[src/sv/kbrf_pkg.sv]
`timescale 1ns / 1ps
// ----------------------------------------------------------------------------
// kbrf_pkg: shared types and constants for the keyboard report filter
// Widths, register indexes, reset values and the transfer types passed
// between the front end, the result queue and the back end.
// ----------------------------------------------------------------------------
package kbrf_pkg;

	localparam int WORD_W     = 32;
	localparam int KEY_W      = 8;
	localparam int KEYS_W     = 24;
	localparam int CFG_IDX_W  = 3;
	localparam int CFG_DATA_W = 32;

	localparam int MAX_OUT      = 3;
	localparam int RESULT_CAP   = 3;
	localparam int RESULT_LIMIT = (MAX_OUT < RESULT_CAP) ? MAX_OUT : RESULT_CAP;
	localparam int CNT_W        = $clog2(RESULT_CAP + 1);

	localparam int QUEUE_DEPTH = 2;
	localparam int QPTR_W      = $clog2(QUEUE_DEPTH);
	localparam int QCNT_W      = $clog2(QUEUE_DEPTH + 1);

	typedef logic [WORD_W-1:0] word_t;
	typedef logic [KEY_W-1:0]  key_t;
	typedef logic [CNT_W-1:0]  cnt_t;

	typedef enum logic [CFG_IDX_W-1:0] {
		REG_REPEAT_WINDOW = 3'd0,
		REG_CONTROL_CODE  = 3'd1,
		REG_LEFT_SHIFT    = 3'd2,
		REG_RIGHT_SHIFT   = 3'd3,
		REG_SHIFT_MARKER  = 3'd4
	} cfg_idx_t;

	localparam word_t RST_REPEAT_WINDOW = 32'd30375000;
	localparam key_t  RST_CONTROL_CODE  = 8'd86;
	localparam key_t  RST_LEFT_SHIFT    = 8'd84;
	localparam key_t  RST_RIGHT_SHIFT   = 8'd85;
	localparam key_t  RST_SHIFT_MARKER  = 8'd1;

	localparam logic STATUS_KEY      = 1'b0;
	localparam logic STATUS_LINK_ERR = 1'b1;

	// results of one report, slot 0 goes out first
	typedef struct packed {
		cnt_t                       count;
		logic                       err;
		logic [RESULT_CAP-1:0][KEY_W-1:0] keys;
	} bundle_t;

	typedef struct packed {
		logic    valid;
		bundle_t data;
	} bundle_xfer_t;

endpackage

[src/sv/kbrf_report_if.sv]
`timescale 1ns / 1ps
// ----------------------------------------------------------------------------
// kbrf_report_if: keyboard report input channel
// Valid/ready channel carrying one 64-bit report and its arrival tick.
// ----------------------------------------------------------------------------
interface kbrf_report_if;
	logic                valid;
	logic                ready;
	kbrf_pkg::word_t     report_high;
	kbrf_pkg::word_t     report_low;
	kbrf_pkg::word_t     now_tick;

	modport source (output valid, output report_high, output report_low, output now_tick,
		input ready);
	modport sink (input valid, input report_high, input report_low, input now_tick,
		output ready);
endinterface

[src/sv/kbrf_result_if.sv]
`timescale 1ns / 1ps
// ----------------------------------------------------------------------------
// kbrf_result_if: key event output channel
// Valid/ready channel carrying one key code, its status and a last flag.
// ----------------------------------------------------------------------------
interface kbrf_result_if;
	logic           valid;
	logic           ready;
	kbrf_pkg::key_t key_out;
	logic           status;
	logic           last;

	modport source (output valid, output key_out, output status, output last, input ready);
	modport sink (input valid, input key_out, input status, input last, output ready);
endinterface

[src/sv/kbrf_cfg_if.sv]
`timescale 1ns / 1ps
// ----------------------------------------------------------------------------
// kbrf_cfg_if: configuration write channel
// Valid/ready channel carrying a register index and write data.
// ----------------------------------------------------------------------------
interface kbrf_cfg_if;
	logic                                 valid;
	logic                                 ready;
	logic [kbrf_pkg::CFG_IDX_W-1:0]       index;
	logic [kbrf_pkg::CFG_DATA_W-1:0]      data;

	modport source (output valid, output index, output data, input ready);
	modport sink (input valid, input index, input data, output ready);
endinterface

[src/sv/keyboard_report_filter_top.sv]
`timescale 1ns / 1ps
// ----------------------------------------------------------------------------
// keyboard_report_filter_top: keyboard report filter
// Checks keyboard link reports, drops repeats and emits key events.
// ----------------------------------------------------------------------------
// Path: an accepted report is written to the two-entry bundle queue, and its
// first result is then loaded into the output register. Throughput: one
// report per cycle while the queue has room; the output stage drains one
// result per cycle while result.ready is high, at most three per report.
// Reset: clears filter state and queue, loads register defaults; no sweep.
// ----------------------------------------------------------------------------
module keyboard_report_filter_top (
	input  logic           clk,
	input  logic           arst_n,
	kbrf_report_if.sink    report,
	kbrf_result_if.source  result,
	kbrf_cfg_if.sink       cfg
);
	import kbrf_pkg::*;

	bundle_xfer_t push;
	bundle_xfer_t head;
	logic         queue_full;
	logic         pop;

	kbrf_front u_front (
		.clk        (clk),
		.arst_n     (arst_n),
		.report     (report),
		.cfg        (cfg),
		.queue_full (queue_full),
		.push       (push)
	);

	kbrf_queue u_queue (
		.clk    (clk),
		.arst_n (arst_n),
		.push   (push),
		.full   (queue_full),
		.head   (head),
		.pop    (pop)
	);

	kbrf_back u_back (
		.clk    (clk),
		.arst_n (arst_n),
		.head   (head),
		.pop    (pop),
		.result (result)
	);

endmodule

[src/sv/kbrf_front.sv]
`timescale 1ns / 1ps
// ----------------------------------------------------------------------------
// kbrf_front: report checker and key decoder
// Holds the configuration registers and filter state, checks each report,
// drops duplicates and turns the rest into a bundle of up to three results.
// ----------------------------------------------------------------------------
module kbrf_front (
	input  logic                   clk,
	input  logic                   arst_n,
	kbrf_report_if.sink            report,
	kbrf_cfg_if.sink               cfg,
	input  logic                   queue_full,
	output kbrf_pkg::bundle_xfer_t push
);
	import kbrf_pkg::*;

	word_t            win_q;
	key_t             ctrl_q;
	key_t             lshift_q;
	key_t             rshift_q;
	key_t             marker_q;

	logic [KEYS_W-1:0] prev_q;
	word_t            time_q;
	logic             pend_q;

	logic             accept;
	key_t             sum;
	logic             bad;
	logic [KEYS_W-1:0] keys;
	word_t            elapsed;
	logic             dup;
	key_t             b [RESULT_CAP];
	cnt_t             num;
	logic             pend_nxt;
	logic [RESULT_CAP-1:0][KEY_W-1:0] outk;

	function automatic logic was_held(input logic [KEYS_W-1:0] old, input key_t code);
		logic hit;
		hit = 1'b0;
		for (int j = 0; j < RESULT_CAP; j++) begin
			if (old[KEYS_W-1-KEY_W*j -: KEY_W] == code) begin
				hit = 1'b1;
			end
		end
		return hit;
	endfunction

	assign report.ready = !queue_full;
	assign accept       = report.valid && report.ready;
	assign cfg.ready    = 1'b1;

	always_comb begin
		sum = report.report_high[31:24] ^ report.report_high[23:16] ^
			report.report_high[15:8] ^ report.report_high[7:0] ^
			report.report_low[31:24] ^ report.report_low[23:16] ^ report.report_low[15:8];
		bad = report.report_high[31] || report.report_high[29] || report.report_high[28] ||
			(report.report_low[7:0] != sum);
		keys    = report.report_low[31:8];
		elapsed = report.now_tick - time_q;
		dup     = (keys == prev_q) && (elapsed < win_q);

		for (int i = 0; i < RESULT_CAP; i++) begin
			b[i] = keys[KEYS_W-1-KEY_W*i -: KEY_W];
		end

		num      = '0;
		pend_nxt = pend_q;
		outk     = '0;

		// control keys go out first, even when already held
		for (int i = 0; i < RESULT_CAP; i++) begin
			if (b[i] == ctrl_q) begin
				b[i] = '0;
				if (num < cnt_t'(RESULT_LIMIT)) begin
					outk[num] = ctrl_q;
					num       = num + cnt_t'(1);
				end
			end
		end

		for (int i = 0; i < RESULT_CAP; i++) begin
			if (b[i] != '0) begin
				if (b[i] == lshift_q || b[i] == rshift_q) begin
					pend_nxt = 1'b1;
				end else if (!was_held(prev_q, b[i])) begin
					if (pend_nxt && num < cnt_t'(RESULT_LIMIT)) begin
						pend_nxt  = 1'b0;
						outk[num] = marker_q;
						num       = num + cnt_t'(1);
					end
					if (num < cnt_t'(RESULT_LIMIT)) begin
						outk[num] = b[i];
						num       = num + cnt_t'(1);
					end
				end
			end
		end

		push.valid = accept && (bad || (!dup && keys != '0 && num != '0));
		push.data.err = bad;
		if (bad) begin
			push.data.count = cnt_t'(1);
			push.data.keys  = '0;
		end else begin
			push.data.count = num;
			push.data.keys  = outk;
		end
	end

	always_ff @(posedge clk or negedge arst_n) begin
		if (!arst_n) begin
			prev_q <= '0;
			time_q <= '0;
			pend_q <= 1'b0;
		end else if (accept && !bad && !dup) begin
			prev_q <= keys;
			time_q <= report.now_tick;
			pend_q <= (keys == '0) ? 1'b0 : pend_nxt;
		end
	end

	always_ff @(posedge clk or negedge arst_n) begin
		if (!arst_n) begin
			win_q    <= RST_REPEAT_WINDOW;
			ctrl_q   <= RST_CONTROL_CODE;
			lshift_q <= RST_LEFT_SHIFT;
			rshift_q <= RST_RIGHT_SHIFT;
			marker_q <= RST_SHIFT_MARKER;
		end else if (cfg.valid && cfg.ready) begin
			unique case (cfg_idx_t'(cfg.index))
				REG_REPEAT_WINDOW: win_q    <= cfg.data;
				REG_CONTROL_CODE:  ctrl_q   <= cfg.data[KEY_W-1:0];
				REG_LEFT_SHIFT:    lshift_q <= cfg.data[KEY_W-1:0];
				REG_RIGHT_SHIFT:   rshift_q <= cfg.data[KEY_W-1:0];
				REG_SHIFT_MARKER:  marker_q <= cfg.data[KEY_W-1:0];
				default: ;
			endcase
		end
	end

endmodule

[src/sv/kbrf_queue.sv]
`timescale 1ns / 1ps
// ----------------------------------------------------------------------------
// kbrf_queue: result bundle queue
// Short register FIFO of decoded bundles between the front and back ends.
// ----------------------------------------------------------------------------
module kbrf_queue (
	input  logic                   clk,
	input  logic                   arst_n,
	input  kbrf_pkg::bundle_xfer_t push,
	output logic                   full,
	output kbrf_pkg::bundle_xfer_t head,
	input  logic                   pop
);
	import kbrf_pkg::*;

	bundle_t           mem_q [QUEUE_DEPTH];
	logic [QPTR_W-1:0] wr_ptr_q;
	logic [QPTR_W-1:0] rd_ptr_q;
	logic [QCNT_W-1:0] cnt_q;
	logic              do_push;
	logic              do_pop;

	assign full       = (cnt_q == QCNT_W'(QUEUE_DEPTH));
	assign do_push    = push.valid && !full;
	assign do_pop     = pop && head.valid;
	assign head.valid = (cnt_q != '0);
	assign head.data  = mem_q[rd_ptr_q];

	always_ff @(posedge clk) begin
		if (do_push) begin
			mem_q[wr_ptr_q] <= push.data;
		end
	end

	always_ff @(posedge clk or negedge arst_n) begin
		if (!arst_n) begin
			wr_ptr_q <= '0;
			rd_ptr_q <= '0;
			cnt_q    <= '0;
		end else begin
			if (do_push) begin
				wr_ptr_q <= (wr_ptr_q == QPTR_W'(QUEUE_DEPTH - 1)) ? '0 : wr_ptr_q + QPTR_W'(1);
			end
			if (do_pop) begin
				rd_ptr_q <= (rd_ptr_q == QPTR_W'(QUEUE_DEPTH - 1)) ? '0 : rd_ptr_q + QPTR_W'(1);
			end
			if (do_push && !do_pop) begin
				cnt_q <= cnt_q + QCNT_W'(1);
			end else if (do_pop && !do_push) begin
				cnt_q <= cnt_q - QCNT_W'(1);
			end
		end
	end

endmodule

[src/sv/kbrf_back.sv]
`timescale 1ns / 1ps
// ----------------------------------------------------------------------------
// kbrf_back: result serializer
// Walks the head bundle into the output register, one result per cycle when
// the output is not stalled, and flags the final result of each report.
// ----------------------------------------------------------------------------
module kbrf_back (
	input  logic                   clk,
	input  logic                   arst_n,
	input  kbrf_pkg::bundle_xfer_t head,
	output logic                   pop,
	kbrf_result_if.source          result
);
	import kbrf_pkg::*;

	cnt_t idx_q;
	logic out_valid_q;
	key_t key_q;
	logic status_q;
	logic last_q;
	logic load;
	logic is_last;

	assign load    = head.valid && (!out_valid_q || result.ready);
	assign is_last = (idx_q == head.data.count - cnt_t'(1));
	assign pop     = load && is_last;

	assign result.valid   = out_valid_q;
	assign result.key_out = key_q;
	assign result.status  = status_q;
	assign result.last    = last_q;

	always_ff @(posedge clk or negedge arst_n) begin
		if (!arst_n) begin
			idx_q       <= '0;
			out_valid_q <= 1'b0;
		end else begin
			if (load) begin
				out_valid_q <= 1'b1;
				idx_q       <= is_last ? '0 : idx_q + cnt_t'(1);
			end else if (result.ready) begin
				out_valid_q <= 1'b0;
			end
		end
	end

	always_ff @(posedge clk) begin
		if (load) begin
			key_q    <= head.data.err ? '0 : head.data.keys[idx_q];
			status_q <= head.data.err ? STATUS_LINK_ERR : STATUS_KEY;
			last_q   <= is_last;
		end
	end

endmodule
[src/flat_wrapper.sv]
// flat-port wrapper written by rule: the top's interface ports become plain ports
module keyboard_report_filter_top_flat import kbrf_pkg::*;
  (clk, arst_n, report_valid, report_report_high, report_report_low, report_now_tick, report_ready, result_valid, result_key_out, result_status, result_last, result_ready, cfg_valid, cfg_index, cfg_data, cfg_ready);
  kbrf_report_if report_i ();
  kbrf_result_if result_i ();
  kbrf_cfg_if cfg_i ();
  input  logic clk;
  input  logic arst_n;
  input wire logic [$bits(report_i.valid)-1:0] report_valid;
  input wire logic [$bits(report_i.report_high)-1:0] report_report_high;
  input wire logic [$bits(report_i.report_low)-1:0] report_report_low;
  input wire logic [$bits(report_i.now_tick)-1:0] report_now_tick;
  output wire logic [$bits(report_i.ready)-1:0] report_ready;
  output wire logic [$bits(result_i.valid)-1:0] result_valid;
  output wire logic [$bits(result_i.key_out)-1:0] result_key_out;
  output wire logic [$bits(result_i.status)-1:0] result_status;
  output wire logic [$bits(result_i.last)-1:0] result_last;
  input wire logic [$bits(result_i.ready)-1:0] result_ready;
  input wire logic [$bits(cfg_i.valid)-1:0] cfg_valid;
  input wire logic [$bits(cfg_i.index)-1:0] cfg_index;
  input wire logic [$bits(cfg_i.data)-1:0] cfg_data;
  output wire logic [$bits(cfg_i.ready)-1:0] cfg_ready;
  assign report_i.valid = report_valid;
  assign report_i.report_high = report_report_high;
  assign report_i.report_low = report_report_low;
  assign report_i.now_tick = report_now_tick;
  assign report_ready = report_i.ready;
  assign result_valid = result_i.valid;
  assign result_key_out = result_i.key_out;
  assign result_status = result_i.status;
  assign result_last = result_i.last;
  assign result_i.ready = result_ready;
  assign cfg_i.valid = cfg_valid;
  assign cfg_i.index = cfg_index;
  assign cfg_i.data = cfg_data;
  assign cfg_ready = cfg_i.ready;
  keyboard_report_filter_top u_core (.clk(clk), .arst_n(arst_n), .report(report_i), .result(result_i), .cfg(cfg_i));
endmodule
[config.mk]
export PLATFORM = sky130hd
export DESIGN_NAME = keyboard_report_filter_top_flat
export DESIGN_NICKNAME = d
export VERILOG_FILES = /design/src/sv/kbrf_pkg.sv /design/src/sv/kbrf_report_if.sv /design/src/sv/kbrf_result_if.sv /design/src/sv/kbrf_cfg_if.sv /design/src/sv/keyboard_report_filter_top.sv /design/src/sv/kbrf_front.sv /design/src/sv/kbrf_queue.sv /design/src/sv/kbrf_back.sv /design/src/flat_wrapper.sv
export SDC_FILE = /design/constraint.sdc
export NUM_CORES = 1
export LEC_CHECK = 0
export BUFFER_PORTS_ARGS = -buffer_cell sky130_fd_sc_hd__clkbuf_2
export CAP_MARGIN = 10
export CORE_ASPECT_RATIO = 0.7
export CORE_MARGIN = 2
export CORE_UTILIZATION = 43
export CTS_BUF_LIST = sky130_fd_sc_hd__clkbuf_8
export DETAILED_ROUTE_END_ITERATION = 16
export GPL_ROUTABILITY_DRIVEN = 0
export GPL_TIMING_DRIVEN = 1
export HOLD_SLACK_MARGIN = 0.02
export PLACE_DENSITY = 0.71
export SLEW_MARGIN = 20
export SYNTH_ARGS = -nofsm -noshare
export SYNTH_HDL_FRONTEND = slang
export SYNTH_SLANG_ARGS = --single-unit
[constraint.sdc]
create_clock -name clk -period 8.4 [get_ports clk]
set_input_delay 0.42 -clock clk [delete_from_list [all_inputs] [get_ports clk]]
set_output_delay 0.42 -clock clk [all_outputs]
set_load 0.005 [all_outputs]
[After elaboration in Yosys (flattened, before gate mapping)]
Memory sizes are Yosys's and may differ from the RTL's.
Cells that the tools add are included.
Cells by class
  muxes and demuxes: 127
  reductions and logical operators: 53
  eq/ne operators: 26
  bitwise operators: 6
  magnitude comparators: 26
  add/sub/neg operators: 15
Operators by type and width (number)
  2-to-1 mux 24 bit: 29
  bitwise mux 24 bit: 8
  equality test 8 bit: 18
  demux 8 bit (select 2 bit): 8
  2-to-1 mux 8 bit: 13
  2-to-1 mux 2 bit: 32
  XOR 8 bit: 6
  2-to-1 mux 1 bit: 36
  < comparator 32 bit: 1
  subtractor 32 bit: 1
  < comparator 2 x 3 -> 1 bit, second input constant: 9
  equality test 24 bit: 1
  logical AND 1 bit: 24
  zero test 24 bit: 1
  nonzero test 24 bit: 1
  nonzero test 8 bit: 3
  adder 2 x 1 -> 2 bit, second input constant: 10
  binary-select mux 8 bit (select 2 bit): 1
  greater-or-equal comparator 2 x 1 -> 1 bit, second input constant: 8
  < comparator 2 bit, second input constant: 8
  AND reduction 2 bit: 5
  logical OR 1 bit: 8
  inequality test 8 bit: 1
  nonzero test 2 bit: 4
  other kinds (9): 17
Storage, ports and cells
  output and inout port bits: 13
  logic and storage cells: 270
  bits in registers: 138
  memories: 1
  memory bits (writable): 54
Memories
  u_core.u_queue.mem_q: depth 2, width 27, rd ports 1, clocked after memory_dff 0, write ports 1, RTL line kbrf_queue.sv:16  | bundle_t mem_q [QUEUE_DEPTH];

[Depth between registers and ports, before layout]
  depth in word-level cells: 50
  depth in mapped cells: 31

[Hierarchy]
From an unflattened synthesis, not the netlist that was laid out.
Unflattened totals
  cell total of the unflattened synthesis: 1753
  area total of the unflattened synthesis: 15658.8 sq um
Modules (own cells, without submodules)
  kbrf_front: cells an instance 1584, area each 12703.4 sq um, sequential area each 3061.7 sq um, times used 1
  kbrf_queue: cells an instance 103, area each 2248.4 sq um, sequential area each 1721.7 sq um, times used 1
  kbrf_back: cells an instance 66, area each 706.9 sq um, sequential area each 375.4 sq um, times used 1

[Worst setup path after synthesis]
No wires, ideal clock.
  kind: register to register
  start: reg u_core.u_front.ctrl_q[1]
  end: mem u_core.u_queue.mem_q[0][0] in the netlist's numbering (enable)
  cell stages (with the launch flop): 29
  setup slack: 1.411 ns
  arrival: 6.575 ns
  library setup time: 0.414 ns
  required time: 7.986 ns
  clock period less this slack: 6.989 ns
  buffers on the path: 6
  path through: dfstp_2 buf_2 xor2_1 nor4_1 nand2_1 buf_2 clkbuf_1 clkbuf_1 ha_1 inv_1 nand2_1 nand2_1 inv_1 ha_1 nand2_1 nor2_1 o31a_1 mux2i_4 inv_4 ha_1 clkbuf_1 a31oi_1 nand3_1 a32oi_2 buf_4 a21oi_1 a21o_1 o22ai_1 nor2b_1
On the way
  longest elaborated chain between the ends: 48
  elaborated cells between the ends (all ways): 105
  classes of those cells: 8 x add/sub; 8 x order compare; 18 x eq/ne; 57 x mux; 14 x reduce/logical
RTL lines
  start: declaration: RTL line kbrf_front.sv:18  | key_t ctrl_q;
  start signal: assignment: RTL line kbrf_front.sv:133  | REG_CONTROL_CODE: ctrl_q <= cfg.data[KEY_W-1:0];
  equality test 8 bit: RTL line kbrf_front.sv:73  | if (b[i] == ctrl_q) begin
  2-to-1 mux 1 bit: RTL line kbrf_front.sv:73
  adder 2 x 1 -> 2 bit / < comparator 2 bit (equally long branches): RTL line kbrf_front.sv:77, kbrf_front.sv:75
  2-to-1 mux 2 bit: RTL line kbrf_front.sv:75  | if (num < cnt_t'(RESULT_LIMIT)) begin
  2-to-1 mux 2 bit: RTL line kbrf_front.sv:73
  adder 2 x 1 -> 2 bit / < comparator 2 bit (equally long branches): RTL line kbrf_front.sv:77, kbrf_front.sv:75
  2-to-1 mux 2 bit: RTL line kbrf_front.sv:75
  2-to-1 mux 2 bit: RTL line kbrf_front.sv:73
  (+33 left out)
  nonzero test 2 bit *: RTL line kbrf_front.sv:100  | push.valid = accept && (bad || (!dup && keys != '0 && num != '0));
  logical AND 1 bit *: RTL line kbrf_front.sv:100
  logical OR 1 bit *: RTL line kbrf_front.sv:100
  logical AND 1 bit *: RTL line kbrf_front.sv:100
  logical AND 1 bit *: RTL line kbrf_queue.sv:24  | assign do_push = push.valid && !full;
  net u_core.u_queue.do_push: RTL line kbrf_queue.sv:20  | logic do_push;
  2-to-1 mux 1 bit *: RTL line kbrf_queue.sv:30  | if (do_push) begin
  2-to-1 mux 1 bit (implied by the code) *: RTL line kbrf_queue.sv:31  | mem_q[wr_ptr_q] <= push.data;
  end: declaration: RTL line kbrf_queue.sv:16
The timed path passes the listed nets; every way through them passes the cells marked *. The select of a mux whose other input is x is not followed.

==> flow_results.org <==
** Power and ir drop
- Peak supply drop :: roughly 0.00011 V
- For this design the ratio of total power to cell area is 192 mW/mm².
- The design draws between 3000 and 4000 µW.
- Total leakage power :: 0.00680 µW

** Route
- Number of routed nets with antenna violations :: 0
- In the routed design, unresolved DRC markers number 0.
- For this run, the detailed router's first-pass iteration total came to 7.
- The detailed router placed between 10,000 and 15,000 vias in this run.
- Violation count after the first detailed-routing iteration :: between 1,500 and 2,000
- Detailed-route wire length :: 45,500 µm
- Using the TritonRoute via totals, the vias-per-cell ratio works out to 5.95.
- After detailed routing, the average wire length per cell comes to roughly 21 µm.

** Setup path
- WP data required :: approximately 8.6 ns
- Terminus of the critical flop-to-flop path :: u_core.u_queue.mem_q[0][5]$_DFFE_PP_
- The worst setup path is captured at a flip-flop.
- Worst EP arrival :: a little under 8 ns
- STA classifies the critical path startpoint as a flip-flop.
- The critical path in this run is classified as flip-flop to flip-flop.
- Cell count of the worst reg-to-reg path :: 26
- Flop-to-flop setup slack :: roughly 0.81 ns
- The startpoint identified for the worst register-to-register timing path is u_core.u_front.ctrl_q[4]$_DFFE_PN1P_.
- Largest driver fanout on the critical path :: 13

** Clock tree
- H-tree Lvls :: 4
- Resize count post-CTS :: 0
- In this run the clock root is driven by a sky130_fd_sc_hd__clkbuf_8.
- TritonCTS clock tree :: yes
- The clock net in this run drives a total of around 190 sinks.
- Buffers inserted during post-CTS setup optimization :: 0
- Number of buffers between clock root and the deepest sink :: 2
- Clock transition at the registers of the reported paths :: 0.11 ns
- Clock tree synthesis inserted a total of 17 buffers.
- Insertion delay of the later-clocked pin in the worst-skew pair :: 0.51 ns

** Synthesis
- Synthesized instance count :: around 1,600
- Number of enable-type register cells in the synthesized netlist :: 64
- Most used DFF post-synth :: sky130_fd_sc_hd__dfrtp_1
- Unique cell type count in the Yosys netlist :: just over 90
- By area the synthesized netlist is led by sky130_fd_sc_hd__dfrtp_1 (17%), sky130_fd_sc_hd__edfxtp_1 (13%), sky130_fd_sc_hd__xnor2_1 (7.1%), sky130_fd_sc_hd__mux2_2 (6.6%), sky130_fd_sc_hd__ha_1 (6.2%).
- Summing every instance area after synthesis gives ~0.015 mm².
- The share of synthesized area in the top cell type comes to approximately 17%.
- Post-synthesis cell type with the largest combined area :: sky130_fd_sc_hd__dfrtp_1
- Synthesis produced a netlist with a net count of 1,828.
- Top cell types by occurrence after synthesis :: sky130_fd_sc_hd__nand2_1 (123), sky130_fd_sc_hd__xnor2_1 (122), sky130_fd_sc_hd__nor2_1 (109)
- After synthesis, the share of flip-flops with an asynchronous set or reset is roughly 67%.
- Ys Warns :: 0
- After synthesis, the mean cell area works out to ~9.3 µm².
- Counting flops and latches in the post-synthesis netlist gives between 150 and 200.
- In the post-synthesis netlist, the cell with the most instances is sky130_fd_sc_hd__nand2_1.
- Sequential element share of the synthesized area :: around 34%

** Layout
- In the final layout, the multi-input gates occupy around 0.0090 mm².
- Counting the fill cells in the layout gives 3,293.
- From synthesis to final layout, the design area changed by 10.1%.
- Layout net count :: 1,899
- Fraction of layout cells with a size suffix above 1 :: between 20% and 30%
- FF+latch area :: about 0.0052 mm²
- The number of antenna diodes in the final layout is 0.

** Timing
- At the pin with the least slew margin, the transition time is about 1.2 ns.
- The final-report hold violation count came to 0.
- Final worst path period share :: 90.4%
- Post-layout min period :: about 7.6 ns
- The worst pin sits at a relative slew slack of between 10% and 20%.
- Derived from the worst setup path, the maximum achievable clock frequency is 132 MHz.
- Final number of max-transition violations :: 0
- Setup repair after global routing missed its margin :: false
- Largest clock skew in the final design :: 0.0152 ns
- Total Neg Setup Slack :: 0 ns
- Setup violations remaining at the end of the flow were counted as 0.

** Worst hold path
- The path class of the tightest hold or removal check is input port to flip-flop.
- Hold path endpoint :: u_core.u_front.win_q[13]$_DFFE_PN1P_
- Worst Hold Launch :: cfg_data[13]
- Along the worst hold path, the cell count comes to 3.

** GRT
- Global routing used 25.1% of the available tracks.
- Total congestion overflow :: 0
- The initial antenna violation count is 1.
- Entering global routing, the biggest net connects between 70 and 80 pins.
- Global-route wire length before repair :: ~70,000 µm
- The number of global-route vias before repair came to between 10,000 and 15,000.

** Floorplanning
- Die Area :: about 0.036 mm²
- From bottom edge to top edge, the die measures about 160 µm.
- Rows :: 57
- Initial Util :: 43.5%
- 149 I/O pins were placed.
- The die is 227 µm wide.
- The core region is roughly 0.035 mm².

** Run
- The tool flagged a number of max-cap violations equal to 0.

** Placed design
- During placement, the flow inserted port buffers numbering ~150.
- After legalization and detailed placement, the total HPWL measured ~34,000 µm.

** Run status
- Status :: finished clean
[kinds of logic after synthesis]
kind of cell / count (synthesis) / synth area share [%]
AO/OA/AOI/OAI: 381 / 17.9
XOR/XNOR: 228 / 13.6
adder cells (fa/ha/maj): 75 / 6.30
buffers and inverters: 224 / 6.10
flip-flops: 192 / 34.4
multiplexers: 105 / 8.49
other: 1 / 0.0250
AND/OR/NAND/NOR: 411 / 13.3
[layer usage]
| metal | track usage, % | vias up | share of wire [%] |
|---|---|---|---|
| met4 | 8.82 | 2 | 3.5 |
| li1 | - | 5934 | - |
| met1 | 35.3 | 6097 | 43 |
| met5 | 0 | - | 0.024 |
| met3 | 10.1 | 134 | 14 |
| met2 | 34.7 | 758 | 40 |
[how the worst max path moves through the flow]
| stage | start | endpoint | cells after the start |
|---|---|---|---|
| 2_1_floorplan | u_core.u_front.ctrl_q[1]$_DFFE_PN1P_ | u_core.u_queue.mem_q[0][0]$_DFFE_PP_ | 28 |
| 3_3_place_gp | report_now_tick[0] | u_core.u_front.time_q[22]$_DFFE_PN0P_ | 27 |
| 3_5_place_dp | report_now_tick[0] | u_core.u_front.time_q[20]$_DFFE_PN0P_ | 27 |
| 4_1_cts | u_core.u_front.ctrl_q[4]$_DFFE_PN1P_ | u_core.u_queue.mem_q[0][5]$_DFFE_PP_ | 26 |
| 5_1_grt | u_core.u_front.ctrl_q[2]$_DFFE_PN1P_ | u_core.u_queue.mem_q[0][15]$_DFFE_PP_ | 28 |
| 6_report | u_core.u_front.ctrl_q[4]$_DFFE_PN1P_ | u_core.u_queue.mem_q[0][5]$_DFFE_PP_ | 26 |
[placed cells by master (no fill, tap or decap), drive strengths merged, types with 10 or more instances in the layout]
master  count
nand4      25
a31oi      16
xnor2     126
o21ai      95
or3        10
nor2b      11
dfrtp     101
xor2      102
ha         74
edfxtp     64
o21a       10
a211oi     13
inv       106
buf        27
nand2b     11
nor4       14
a221oi     13
clkbuf    165
a21oi      77
a21o       14
nand2     123
a222oi     12
nor2      109
mux2       88
nor3       24
dfstp      27
a22oi      20
o22ai      13
nand3      41
[layout make-up]
| type | count | area share, % |
|---|---|---|
| inverter | 102 | 2.35 |
| timing repair buffer | 174 | 5.76 |
| sequential | 192 | 31.2 |
| multi-input combinational | 1201 | 54.3 |
| clock inverter | 13 | 1.20 |
| clock buffer | 19 | 1.58 |
| tap | 472 | 3.58 |
[timing repair]
item | 4_1_cts | 5_1_grt
endpoints found under the setup margin | 0 | 0
hold endpoints to repair | 43 | 0
hold buffers | 1 | 0
[sequential cells by signal, summed over array words and instances, names as in the netlist, 8 cells and up]
| register | cells |
|---|---|
| u_core.u_front.marker_q | 8 |
| u_core.u_back.result.key_out | 8 |
| u_core.u_front.prev_q | 24 |
| u_core.u_front.lshift_q | 8 |
| u_core.u_front.time_q | 32 |
| u_core.u_front.ctrl_q | 8 |
| u_core.u_queue.mem_q | 54 |
| u_core.u_front.rshift_q | 8 |
| u_core.u_front.win_q | 32 |
[metrics by stage]
step	area (µm²)	std cells	util [%]	hold WS, ns	setup slack [ns]
2_1_floorplan	15000	1617	-	0.124	1.41
4_1_cts	16500	2173	47.8	0.0669	1.03
6_report	16500	2173	47.8	0.101	0.809
3_5_place_dp	16000	2140	46.4	0.418	0.944
5_1_grt	16500	2173	47.8	0.0817	0.515
3_3_place_gp	16000	2140	46.4	0.414	1.15
[worst max-delay path: stages (launching register included)]
cell                       delay (ns)
sky130_fd_sc_hd__dfstp_2         0.70
sky130_fd_sc_hd__xnor2_2         0.17
sky130_fd_sc_hd__nand4_4         0.28
sky130_fd_sc_hd__or2_0           0.52
sky130_fd_sc_hd__ha_1            0.47
sky130_fd_sc_hd__inv_1           0.19
sky130_fd_sc_hd__nand2_1         0.11
sky130_fd_sc_hd__nand2_1         0.16
sky130_fd_sc_hd__inv_1           0.13
sky130_fd_sc_hd__ha_1            0.33
sky130_fd_sc_hd__nand2_1         0.14
sky130_fd_sc_hd__nor2_1          0.07
sky130_fd_sc_hd__o31a_1          0.36
sky130_fd_sc_hd__mux2i_4         0.27
sky130_fd_sc_hd__inv_4           0.11
sky130_fd_sc_hd__ha_1            0.42
sky130_fd_sc_hd__and3_1          0.20
sky130_fd_sc_hd__a31oi_1         0.22
sky130_fd_sc_hd__nand3_1         0.14
sky130_fd_sc_hd__a32oi_2         0.24
sky130_fd_sc_hd__buf_4           0.23
sky130_fd_sc_hd__inv_1           0.13
sky130_fd_sc_hd__ha_1            0.44
sky130_fd_sc_hd__and3_1          0.21
sky130_fd_sc_hd__o21bai_1        0.09
sky130_fd_sc_hd__a211o_1         0.39
sky130_fd_sc_hd__a222oi_1        0.59
[power breakdown]
part           internal [µW]  switching (µW)  total (µW)
clock                    348             361         708
sequential              1210             191        1400
combinational            470             589        1060
No activity file was read; power rests on OpenSTA's default activity.
